**config.mk**
```make
export PLATFORM = sky130hd
export DESIGN_NAME = sink_location_table_core_flat
export DESIGN_NICKNAME = d
export VERILOG_FILES = /design/src/sv/slt_pkg.sv /design/src/sv/slt_ifs.sv /design/src/sv/slt_table.sv /design/src/sv/slt_exec.sv /design/src/sv/sink_location_table_core.sv /design/src/flat_wrapper.sv
export SDC_FILE = /design/constraint.sdc
export NUM_CORES = 2
export LEC_CHECK = 0
export BUFFER_PORTS_ARGS = -buffer_cell sky130_fd_sc_hd__buf_2
export CAP_MARGIN = 20
export CORE_ASPECT_RATIO = 0.6
export CORE_MARGIN = 3
export CORE_UTILIZATION = 47
export CTS_CLUSTER_DIAMETER = 60
export DETAILED_ROUTE_END_ITERATION = 10
export GPL_ROUTABILITY_DRIVEN = 1
export PLACE_DENSITY = 0.6
export SYNTH_ARGS = -nofsm -noshare
export SYNTH_HDL_FRONTEND = slang
export SYNTH_SLANG_ARGS = --single-unit
```
**constraint.sdc**
```tcl
create_clock -name clock -period 12.3 [get_ports clock]
set_input_delay 1.23 -clock clock [delete_from_list [all_inputs] [get_ports clock]]
set_output_delay 1.23 -clock clock [all_outputs]
set_load 0.01 [all_outputs]
```
**src/sv/slt_pkg.sv**
```systemverilog
// Shared types and constants of the sink location table.
// No dependencies; every other file of the block but slt_ifs imports this package.
package slt_pkg;

   localparam logic [1:0] OP_UPDATE = 2'd0;
   localparam logic [1:0] OP_REMOVE = 2'd1;
   localparam logic [1:0] OP_LOOKUP = 2'd2;

   // -1.0 in signed Q24.8
   localparam logic signed [31:0] MISS_COORD = 32'shFFFF_FF00;

   typedef struct packed {
      logic [1:0]         op;
      logic [15:0]        sink_id;
      logic signed [31:0] pos_x;
      logic signed [31:0] pos_y;
      logic [15:0]        prev_hop;
      logic [7:0]         hop_count;
      logic [15:0]        seq_no;
   } req_item_type;

   typedef struct packed {
      logic               ok;
      logic               table_full;
      logic signed [31:0] loc_x;
      logic signed [31:0] loc_y;
      logic [7:0]         hops_out;
   } rsp_item_type;

   typedef struct packed {
      logic [15:0]        key;
      logic signed [31:0] x;
      logic signed [31:0] y;
      logic [15:0]        prev;
      logic [7:0]         hops;
      logic [15:0]        seq;
   } entry_type;

   typedef struct packed {
      logic wr;
      logic clr;
   } tbl_cmd_type;

endpackage

```
**src/sv/slt_ifs.sv**
```systemverilog
// Request and response channel interfaces of the sink location table.
// Valid/ready handshake; no dependencies.
interface slt_req_if;
   logic               valid;
   logic               ready;
   logic [1:0]         op;
   logic [15:0]        sink_id;
   logic signed [31:0] pos_x;
   logic signed [31:0] pos_y;
   logic [15:0]        prev_hop;
   logic [7:0]         hop_count;
   logic [15:0]        seq_no;

   modport source (output valid, op, sink_id, pos_x, pos_y, prev_hop, hop_count, seq_no,
                   input ready);
   modport sink (input valid, op, sink_id, pos_x, pos_y, prev_hop, hop_count, seq_no,
                 output ready);
endinterface

interface slt_rsp_if;
   logic               valid;
   logic               ready;
   logic               ok;
   logic               table_full;
   logic signed [31:0] loc_x;
   logic signed [31:0] loc_y;
   logic [7:0]         hops_out;

   modport source (output valid, ok, table_full, loc_x, loc_y, hops_out, input ready);
   modport sink (input valid, ok, table_full, loc_x, loc_y, hops_out, output ready);
endinterface

```
**src/sv/slt_table.sv**
```systemverilog
// Entry storage with parallel key compare and lowest-free-slot search.
// Depends on slt_pkg.
module slt_table import slt_pkg::*; #(
   parameter int DEPTH = 16,
   parameter int IDX_W = $clog2(DEPTH)
) (
   input  logic             clock,
   input  logic             reset,
   input  logic [15:0]      lookup_key,
   output logic             hit,
   output logic [IDX_W-1:0] hit_idx,
   output entry_type        hit_entry,
   output logic             free_found,
   output logic [IDX_W-1:0] free_idx,
   input  tbl_cmd_type      cmd,
   input  logic [IDX_W-1:0] wr_idx,
   input  entry_type        wr_entry
);

   logic [DEPTH-1:0] valid_ff;
   entry_type        entry_ff [DEPTH];

   always_comb begin
      hit        = 1'b0;
      hit_idx    = '0;
      free_found = 1'b0;
      free_idx   = '0;
      for (int i = DEPTH - 1; i >= 0; i--) begin
         if (valid_ff[i] && (entry_ff[i].key == lookup_key)) begin
            hit     = 1'b1;
            hit_idx = IDX_W'(i);
         end
         if (!valid_ff[i]) begin
            free_found = 1'b1;
            free_idx   = IDX_W'(i);
         end
      end
   end

   assign hit_entry = entry_ff[hit_idx];

   always_ff @(posedge clock) begin
      if (reset) begin
         valid_ff <= '0;
      end else if (cmd.wr) begin
         valid_ff[wr_idx] <= 1'b1;
      end else if (cmd.clr) begin
         valid_ff[wr_idx] <= 1'b0;
      end
   end

   always_ff @(posedge clock) begin
      if (cmd.wr) begin
         entry_ff[wr_idx] <= wr_entry;
      end
   end

endmodule

```
**src/sv/slt_exec.sv**
```systemverilog
// Per-transaction decision logic: update acceptance, remove, lookup result.
// Depends on slt_pkg; consumes the compare results of slt_table.
module slt_exec import slt_pkg::*; #(
   parameter int IDX_W = 4
) (
   input  req_item_type     item,
   input  logic             hit,
   input  logic [IDX_W-1:0] hit_idx,
   input  entry_type        hit_entry,
   input  logic             free_found,
   input  logic [IDX_W-1:0] free_idx,
   output tbl_cmd_type      cmd,
   output logic [IDX_W-1:0] wr_idx,
   output entry_type        wr_entry,
   output rsp_item_type     result
);

   logic same_pos;
   logic stale;

   assign same_pos = (hit_entry.x == item.pos_x) && (hit_entry.y == item.pos_y);
   assign stale    = (item.seq_no <= hit_entry.seq) || (hit_entry.hops <= item.hop_count);
   assign wr_idx   = hit ? hit_idx : free_idx;

   assign wr_entry = '{key:  item.sink_id,
                       x:    item.pos_x,
                       y:    item.pos_y,
                       prev: item.prev_hop,
                       hops: item.hop_count,
                       seq:  item.seq_no};

   always_comb begin
      cmd    = '0;
      result = '0;
      case (item.op)
         OP_UPDATE: begin
            if (hit) begin
               cmd.wr    = !(same_pos && stale);
               result.ok = !(same_pos && stale);
            end else begin
               cmd.wr            = free_found;
               result.ok         = free_found;
               result.table_full = !free_found;
            end
         end
         OP_REMOVE: begin
            cmd.clr   = hit;
            result.ok = hit;
         end
         OP_LOOKUP: begin
            result.ok = hit;
            if (hit) begin
               result.loc_x    = hit_entry.x;
               result.loc_y    = hit_entry.y;
               result.hops_out = hit_entry.hops;
            end else begin
               result.loc_x = MISS_COORD;
               result.loc_y = MISS_COORD;
            end
         end
         default: begin
            result = '0;
         end
      endcase
   end

endmodule

```
**src/sv/sink_location_table_core.sv**
```systemverilog
// Sink location table: keyed store of sink id, Q24.8 position, last hop, hop count and
// sequence number, with update/insert, remove and lookup operations. A transaction is
// registered on acceptance, all keys are compared against it in parallel in the next cycle,
// and the table write and the result register load happen at the end of the cycle in which
// the result register is empty or being taken. The block sustains one transaction per clock
// while results are taken; a result passes the input register, the combinational compare and
// the result register. Valid bits clear on reset, so the table is usable after reset.
module sink_location_table_core import slt_pkg::*; #(
   parameter int TABLE_DEPTH = 16
) (
   input  logic     clock,
   input  logic     reset,
   slt_req_if.sink   req_if,
   slt_rsp_if.source rsp_if
);

   localparam int IDX_W = $clog2(TABLE_DEPTH);

   logic             s1_valid_ff, s1_valid_in;
   req_item_type     s1_item_ff;
   logic             rsp_valid_ff, rsp_valid_in;
   rsp_item_type     rsp_item_ff;
   logic             req_take;
   logic             advance;

   logic             hit;
   logic [IDX_W-1:0] hit_idx;
   entry_type        hit_entry;
   logic             free_found;
   logic [IDX_W-1:0] free_idx;
   tbl_cmd_type      exec_cmd;
   tbl_cmd_type      tbl_cmd;
   logic [IDX_W-1:0] wr_idx;
   entry_type        wr_entry;
   rsp_item_type     result;

   assign advance      = s1_valid_ff && (!rsp_valid_ff || rsp_if.ready);
   assign req_if.ready = !s1_valid_ff || advance;
   assign req_take     = req_if.valid && req_if.ready;

   assign s1_valid_in  = req_take ? 1'b1 : (advance ? 1'b0 : s1_valid_ff);
   assign rsp_valid_in = advance ? 1'b1 : (rsp_if.ready ? 1'b0 : rsp_valid_ff);

   always_ff @(posedge clock) begin
      if (reset) begin
         s1_valid_ff  <= 1'b0;
         rsp_valid_ff <= 1'b0;
      end else begin
         s1_valid_ff  <= s1_valid_in;
         rsp_valid_ff <= rsp_valid_in;
      end
   end

   always_ff @(posedge clock) begin
      if (req_take) begin
         s1_item_ff <= '{op:        req_if.op,
                         sink_id:   req_if.sink_id,
                         pos_x:     req_if.pos_x,
                         pos_y:     req_if.pos_y,
                         prev_hop:  req_if.prev_hop,
                         hop_count: req_if.hop_count,
                         seq_no:    req_if.seq_no};
      end
      if (advance) begin
         rsp_item_ff <= result;
      end
   end

   slt_table #(.DEPTH(TABLE_DEPTH), .IDX_W(IDX_W)) u_table (
      .clock      (clock),
      .reset      (reset),
      .lookup_key (s1_item_ff.sink_id),
      .hit        (hit),
      .hit_idx    (hit_idx),
      .hit_entry  (hit_entry),
      .free_found (free_found),
      .free_idx   (free_idx),
      .cmd        (tbl_cmd),
      .wr_idx     (wr_idx),
      .wr_entry   (wr_entry)
   );

   slt_exec #(.IDX_W(IDX_W)) u_exec (
      .item       (s1_item_ff),
      .hit        (hit),
      .hit_idx    (hit_idx),
      .hit_entry  (hit_entry),
      .free_found (free_found),
      .free_idx   (free_idx),
      .cmd        (exec_cmd),
      .wr_idx     (wr_idx),
      .wr_entry   (wr_entry),
      .result     (result)
   );

   // commit table changes only when the transaction moves to the result register
   assign tbl_cmd.wr  = exec_cmd.wr && advance;
   assign tbl_cmd.clr = exec_cmd.clr && advance;

   assign rsp_if.valid      = rsp_valid_ff;
   assign rsp_if.ok         = rsp_item_ff.ok;
   assign rsp_if.table_full = rsp_item_ff.table_full;
   assign rsp_if.loc_x      = rsp_item_ff.loc_x;
   assign rsp_if.loc_y      = rsp_item_ff.loc_y;
   assign rsp_if.hops_out   = rsp_item_ff.hops_out;

endmodule

```
**src/flat_wrapper.sv**
```systemverilog
// flat-port wrapper written by rule: the top's interface ports become plain ports
module sink_location_table_core_flat import slt_pkg::*;
#(
   parameter int TABLE_DEPTH = 16
)
  (clock, reset, req_if_valid, req_if_op, req_if_sink_id, req_if_pos_x, req_if_pos_y, req_if_prev_hop, req_if_hop_count, req_if_seq_no, req_if_ready, rsp_if_valid, rsp_if_ok, rsp_if_table_full, rsp_if_loc_x, rsp_if_loc_y, rsp_if_hops_out, rsp_if_ready);
  slt_req_if req_if_i ();
  slt_rsp_if rsp_if_i ();
  input  logic clock;
  input  logic reset;
  input wire logic [$bits(req_if_i.valid)-1:0] req_if_valid;
  input wire logic [$bits(req_if_i.op)-1:0] req_if_op;
  input wire logic [$bits(req_if_i.sink_id)-1:0] req_if_sink_id;
  input wire logic [$bits(req_if_i.pos_x)-1:0] req_if_pos_x;
  input wire logic [$bits(req_if_i.pos_y)-1:0] req_if_pos_y;
  input wire logic [$bits(req_if_i.prev_hop)-1:0] req_if_prev_hop;
  input wire logic [$bits(req_if_i.hop_count)-1:0] req_if_hop_count;
  input wire logic [$bits(req_if_i.seq_no)-1:0] req_if_seq_no;
  output wire logic [$bits(req_if_i.ready)-1:0] req_if_ready;
  output wire logic [$bits(rsp_if_i.valid)-1:0] rsp_if_valid;
  output wire logic [$bits(rsp_if_i.ok)-1:0] rsp_if_ok;
  output wire logic [$bits(rsp_if_i.table_full)-1:0] rsp_if_table_full;
  output wire logic [$bits(rsp_if_i.loc_x)-1:0] rsp_if_loc_x;
  output wire logic [$bits(rsp_if_i.loc_y)-1:0] rsp_if_loc_y;
  output wire logic [$bits(rsp_if_i.hops_out)-1:0] rsp_if_hops_out;
  input wire logic [$bits(rsp_if_i.ready)-1:0] rsp_if_ready;
  assign req_if_i.valid = req_if_valid;
  assign req_if_i.op = req_if_op;
  assign req_if_i.sink_id = req_if_sink_id;
  assign req_if_i.pos_x = req_if_pos_x;
  assign req_if_i.pos_y = req_if_pos_y;
  assign req_if_i.prev_hop = req_if_prev_hop;
  assign req_if_i.hop_count = req_if_hop_count;
  assign req_if_i.seq_no = req_if_seq_no;
  assign req_if_ready = req_if_i.ready;
  assign rsp_if_valid = rsp_if_i.valid;
  assign rsp_if_ok = rsp_if_i.ok;
  assign rsp_if_table_full = rsp_if_i.table_full;
  assign rsp_if_loc_x = rsp_if_i.loc_x;
  assign rsp_if_loc_y = rsp_if_i.loc_y;
  assign rsp_if_hops_out = rsp_if_i.hops_out;
  assign rsp_if_i.ready = rsp_if_ready;
  sink_location_table_core #(.TABLE_DEPTH(TABLE_DEPTH)) u_core (.clock(clock), .reset(reset), .req_if(req_if_i), .rsp_if(rsp_if_i));
endmodule
```
# Word level (Yosys, flattened, before mapping)
# Memories as Yosys holds them, arrays and structs flattened.
# Index checks and enable logic that the tools add are counted.
# classes
magnitude_cmp	4
muxes	80
bitwise	4
eq_ne	20
reduce_logical	37
# op_table
operator	count
$eq A16 B16 Y1	16
$mux W4	33
$eq A32 B32 Y1	2
$mux W64	1
$mux W1	42
$mux W16	2
$logic_and A1 B1 Y1	23
$and A16 B16 Y16	1
$le A16 B16 Y1	1
$not A16 Y16	1
$or A16 B16 Y16	1
$le A8 B8 Y1	1
$reduce_bool A2 Y1	3
$lt A4 B5 Y1 const B	1
$demux W1 S4	1
$ge A4 B1 Y1 const B	1
$logic_not A1 Y1	4
$reduce_or A2 Y1	2
$logic_or A1 B1 Y1	3
$eq A2 B1 Y1 const B	1
$eq A2 B2 Y1 const B	1
$logic_not A2 Y1	1
$pmux W1 S2	1
$reduce_and A2 Y1	1
$not A1 Y1	1
# word_totals
out_inout_bits	76
wordCells	163
register_bits	214
ramBits	1920
n_memories	1
inputBits	126
# memory_table
memory	words	word_bits	rd	rd_clocked_by_memory_dff	write_ports	line	rtl
u_core.u_table.entry_ff	16	120	17	0	1	slt_table.sv:21	entry_type entry_ff [DEPTH];

# Longest topological paths before layout
# An unclocked memory read counts as a cell.
# depth
word_depth	28
ltp_mapped	40
ltp_nobuf	29

# Modules after synthesis
# From an unflattened synthesis, not the netlist that was laid out.
# hier_totals
hier_cells	5245
area_unflattened_um2	84787.6
# by_module_without_submodules
mod	n_inst	seq_area_each_um2	area_per_inst_um2	cells_per_inst
slt_table	1	57975.6	75650.1	4589
sink_location_table_core	1	5925.7	6000.8	208
slt_exec	1	0.0	3136.8	448

# Least setup slack after synthesis
# OpenSTA, ideal clock, no wires.
# synth_path
path_type	register to register
startpoint	reg u_core.s1_item_ff[114] (netlist bit)
endpoint	mem u_core.u_table.entry_ff[11][0] (netlist bit), enable pin
arrival_ns	10.725
path_slack_ns	1.007
path_stages_with_launch	39
path_buffers	9
setup_ns	0.568
required_ns	11.732
period_less_slack_ns	11.293
path_cell_list	edfxtp_1 -> buf_2 -> xnor2_1 -> nand4_1 -> nor2_1 -> or4b_2 -> a211o_1 -> a311oi_1 -> nand2b_1 -> clkbuf_1 -> buf_2 -> buf_2 -> buf_1 -> clkbuf_1 -> clkbuf_1 -> clkbuf_1 -> nand2_1 -> nand3_1 -> [3 not listed] -> ha_1 -> nor2b_1 -> o21a_1 -> o21ai_0 -> nand2b_1 -> a21oi_1 -> nor2b_1 -> o21ai_0 -> a31oi_1 -> nor2_1 -> o221ai_1 -> nor4_1 -> nand4_1 -> nor4b_2 -> nand4_4 -> buf_6 -> nand3_1 -> nor2_1
# synth_between
elab_chain_len	28
word_cells_on_any_way	79
classes_between	2 x order compare; 18 x eq/ne; 37 x mux; 21 x reduce/logical; 1 x memory
# synth_lines
element	line	rtl
start: declaration	sink_location_table_core.sv:20	req_item_type s1_item_ff;
start signal: assignment	sink_location_table_core.sv:56	s1_item_ff <= '{op: req_if.op,
$eq A16 B16 Y1	slt_table.sv:29	if (valid_ff[i] && (entry_ff[i].key == lookup_key)) begin
$logic_and A1 B1 Y1	slt_table.sv:29	
$mux W4 (16 in a row)	slt_table.sv:29	
$mem_v2 Z16 W120	--	
$le A16 B16 Y1 (tied with other cells)	slt_exec.sv:22	assign stale = (item.seq_no <= hit_entry.seq) || (hit_entry.hops <= item.hop_count);
$logic_or A1 B1 Y1 / $logic_and A1 B1 Y1 (equally long branches)	slt_exec.sv:22, slt_exec.sv:21	
$logic_and A1 B1 Y1	slt_exec.sv:38	cmd.wr = !(same_pos && stale);
$logic_not A1 Y1	slt_exec.sv:38	
$mux W1	slt_exec.sv:37	if (hit) begin
$mux W1	slt_exec.sv:35	case (item.op)
$logic_and A1 B1 Y1	sink_location_table_core.sv:97	assign tbl_cmd.wr = exec_cmd.wr && advance;
$mux W1	slt_table.sv:53	if (cmd.wr) begin
$mux W1 (implied by the code)	slt_table.sv:54	entry_ff[wr_idx] <= wr_entry;
end: declaration	slt_table.sv:21	
# Several ways; a longest one is shown, not always the timed one.

# Final worst setup path
# layout_path
startpoint	reg u_core.s1_item_ff[106] (netlist bit)
endpoint	mem u_core.u_table.entry_ff[8][42] (netlist bit), enable pin
# The elaborated chain is that of the path after synthesis.

==> key figures <==
Critical path
  • Crit Path Max Fanout: 112
  • Critical path launch point: u_core.s1_item_ff[106]
  • Critical Path Most Common Cell: nand4_1
  • Crit-path slowest cell: nor4_1
  • Required @ worst endpoint: 12.86 ns
  • Worst Path Arrival: 11.35 ns
  • Setup Crit Path Kind: register to register
  • Crit start category: register
  • Worst reg2reg startpoint: u_core.s1_item_ff[106]
  • Slowest stage delay, CP: 0.77 ns
  • Critical path endpoint category: register

Detailed routing
  • Vias: 50,200
  • WL/cell: 31.2 um
  • Routed wire length: 251 mm
  • Iter 0 DRT Violations: 8,037
  • Uppermost layer routed: met5
  • DRC Markers: 0
  • Metal-1 WL: 110 mm
  • Routed length on met3: 32.9 mm
  • Post-DRT Antenna Nets: 0
  • Initial DRT Pass Iterations: 8
  • Vias/cell: 6.23
  • DR WL met2: 102 mm

Min path
  • Hold/Removal Path Class: primary input to register
  • Hold Startpoint: req_if_pos_y[4]

Cells and area
  • Fin area: 88,100 um^2
  • Most frequent cells in the layout: 1,844 x edfxtp_1, 729 x nand2_1, 393 x mux2i_1, 341 x nand3_1, 192 x xnor2_1
  • Final Non-Filler Cells: 8,049
  • Fin nets: 5,839
  • Fillers: 13,500
  • Most common cell after layout, fill and taps aside: edfxtp_1
  • Layout cells sized above 1: 13.4%
  • Layout area overhead: 12.5%
  • Final core utilization: 53.5%

Timing
  • Crit share post-route: 87.7%
  • Achievable Freq: 0.0927 GHz
  • Final Hold Viols: 0
  • Tmin final: 10.79 ns
  • Final setup TNS: 0 ns
  • RSZ-0062 raised after global routing: false
  • Minimum hold slack: 0.565 ns
  • Worst slew margin: 17.0%
  • Setup Viol. Count Final: 0
  • Setup slack after layout: 1.51 ns
  • Fin. max-slew vios: 0
  • Worst Tran Pin Value: 1.24 ns
  • Worst Skew: 0.0575 ns

Power
  • Total Power: 12.9 mW
  • Pleak: 28.6 nW
  • Power Dens Cells: 146 nW/um^2
  • VDD IR max: 124 uV

Clock network
  • Clk pin slew, worst setup/hold paths: 0.06 ns
  • Total number of H-tree levels: 4
  • Post-CTS sizing: 0
  • CTS root buffer: clkbuf_16
  • Hold buffers post-CTS: 0
  • Clk_lat worst skew: 0.84 ns
  • Clock Path Buffers: 4
  • CTS tree: done
  • Number of CTS-inserted buffers: 181
  • Clk sinks: 1,862
  • Post CTS Setup Buffer Count: 0

Die
  • Initial Utilization: 47.6%
  • Chip width: 533 um
  • Core Box Area: 165,000 um^2
  • Ports: 202
  • Site row count: 115
  • Die height: 322 um
  • Die area: 172,000 um^2

Place
  • Pre-CTS WS: 1.81 ns
  • Dpl cells: 7,724
  • Port Buffers: 185
  • Hpwl dp: 152 mm
  • Post-place instance area: 82,500 um^2
  • GPL Wtd Cong: 0.911

Run
  • Max-cap viol count: 0

Yosys
  • Synth Register Bits: 1,862
  • Async SR Flop Fraction: 0%
  • Syn Nets: 5,575
  • Seq/Total Area, Yosys: 71.1%
  • Post-Syn Instances: 5,421
  • Yosys cell types: 101
  • Post-synth EDFFs: 1,844
  • Syn avg cell area: 14.5 um^2
  • Mapped cell area: 78,300 um^2
  • Yosys warnings: 0
  • Post-synth top flop: edfxtp_1

Status
  • Status: completed

GRT
  • Initial antenna violation count: 10
  • Largest net degree at the start of global routing: 118
  • Tot GR Track Use: 28.5%
  • First-pass GRT wire length: 352 mm
  • Gr ovfl total: 0
  • Vias in the first global route: 46,400
## cells in the mapped netlist (all sizes together) (41+ instances only)
| library cell | count | area (um^2) |
|---|---|---|
| a211oi | 62 | 465 |
| a21oi | 143 | 727 |
| a221oi | 54 | 473 |
| a31oi | 50 | 313 |
| and3 | 62 | 388 |
| buf | 162 | 1040 |
| clkbuf | 132 | 497 |
| edfxtp | 1844 | 55400 |
| inv | 62 | 233 |
| mux2 | 81 | 920 |
| mux2i | 393 | 3930 |
| nand2 | 738 | 2820 |
| nand3 | 341 | 1710 |
| nand4 | 91 | 584 |
| nor2 | 183 | 687 |
| nor3 | 81 | 405 |
| o21ai | 122 | 614 |
| o22ai | 41 | 257 |
| xnor2 | 192 | 1680 |
| xor2 | 85 | 744 |
## sequential cells by signal, indices dropped and copies added, names as in the netlist, named ones only
signal,flops
u_core.u_table.entry_ff,1664
u_core.s1_item_ff,106
u_core.rsp_if.loc_x,32
u_core.rsp_if.loc_y,32
u_core.rsp_if.hops_out,8
u_core.rsp_if.ok,1
u_core.rsp_if.table_full,1
u_core.rsp_if.valid,1
u_core.s1_valid_ff,1
## worst max-delay path: cells and delay by family (launching register included)
family	cells	cell delay [ns]
adder cells (fa/ha/maj)	1	0.40
buffers and inverters	5	1.85
AND/OR/NAND/NOR	19	5.91
AO/OA/AOI/OAI	5	1.18
XOR/XNOR	1	0.15
flip-flops	1	0.75
## logic make-up (layout without fill, tap and decap cells)
group	Yosys count	after routing	share of synthesized area [%]
flops	1862	1862	71.1
compound gates	721	721	6.43
buf+inv	356	756	2.26
simple gates	1700	1700	10.3
fa+ha+maj	28	28	0.447
other cells	0	5	0
mux	477	477	6.28
xor+xnor	277	277	3.10
## per-layer routing
layer  global-route usage (%)  up-vias
li1                         -    21400
met1                     44.5    25300
met2                     38.8     3143
met3                     8.42      360
met4                     6.75        4
met5                        0        -
## final cells by class
cell class / count / area [um^2] / share of cell area (%)
multi-input cells: 3203 / 21000 / 23.8
inverters: 62 / 305 / 0.346
repair buffers: 375 / 2680 / 3.04
clock buffers: 230 / 4810 / 5.46
clock inverters: 89 / 797 / 0.905
well taps: 2223 / 2780 / 3.16
flip-flops and latches: 1862 / 55700 / 63.3
diodes: 5 / 12.5 / 0.0142
## power by group
group | switching [mW] | total (mW) | internal (mW)
sequential | 0.0861 | 7.11 | 7.02
combinational | 0.209 | 0.306 | 0.0962
clock | 2.40 | 5.45 | 3.05
total | 2.70 | 12.9 | 10.2
## final timing paths
check,cells after the start,slack (ns),endpoint
max,31,1.51,u_core.u_table.entry_ff[8][42]
max reg2reg,31,1.51,u_core.u_table.entry_ff[8][42]
min,1,0.56,u_core.s1_item_ff[44]
min reg2reg,2,0.56,register
Note: power is estimated with default switching activity, not from simulation.
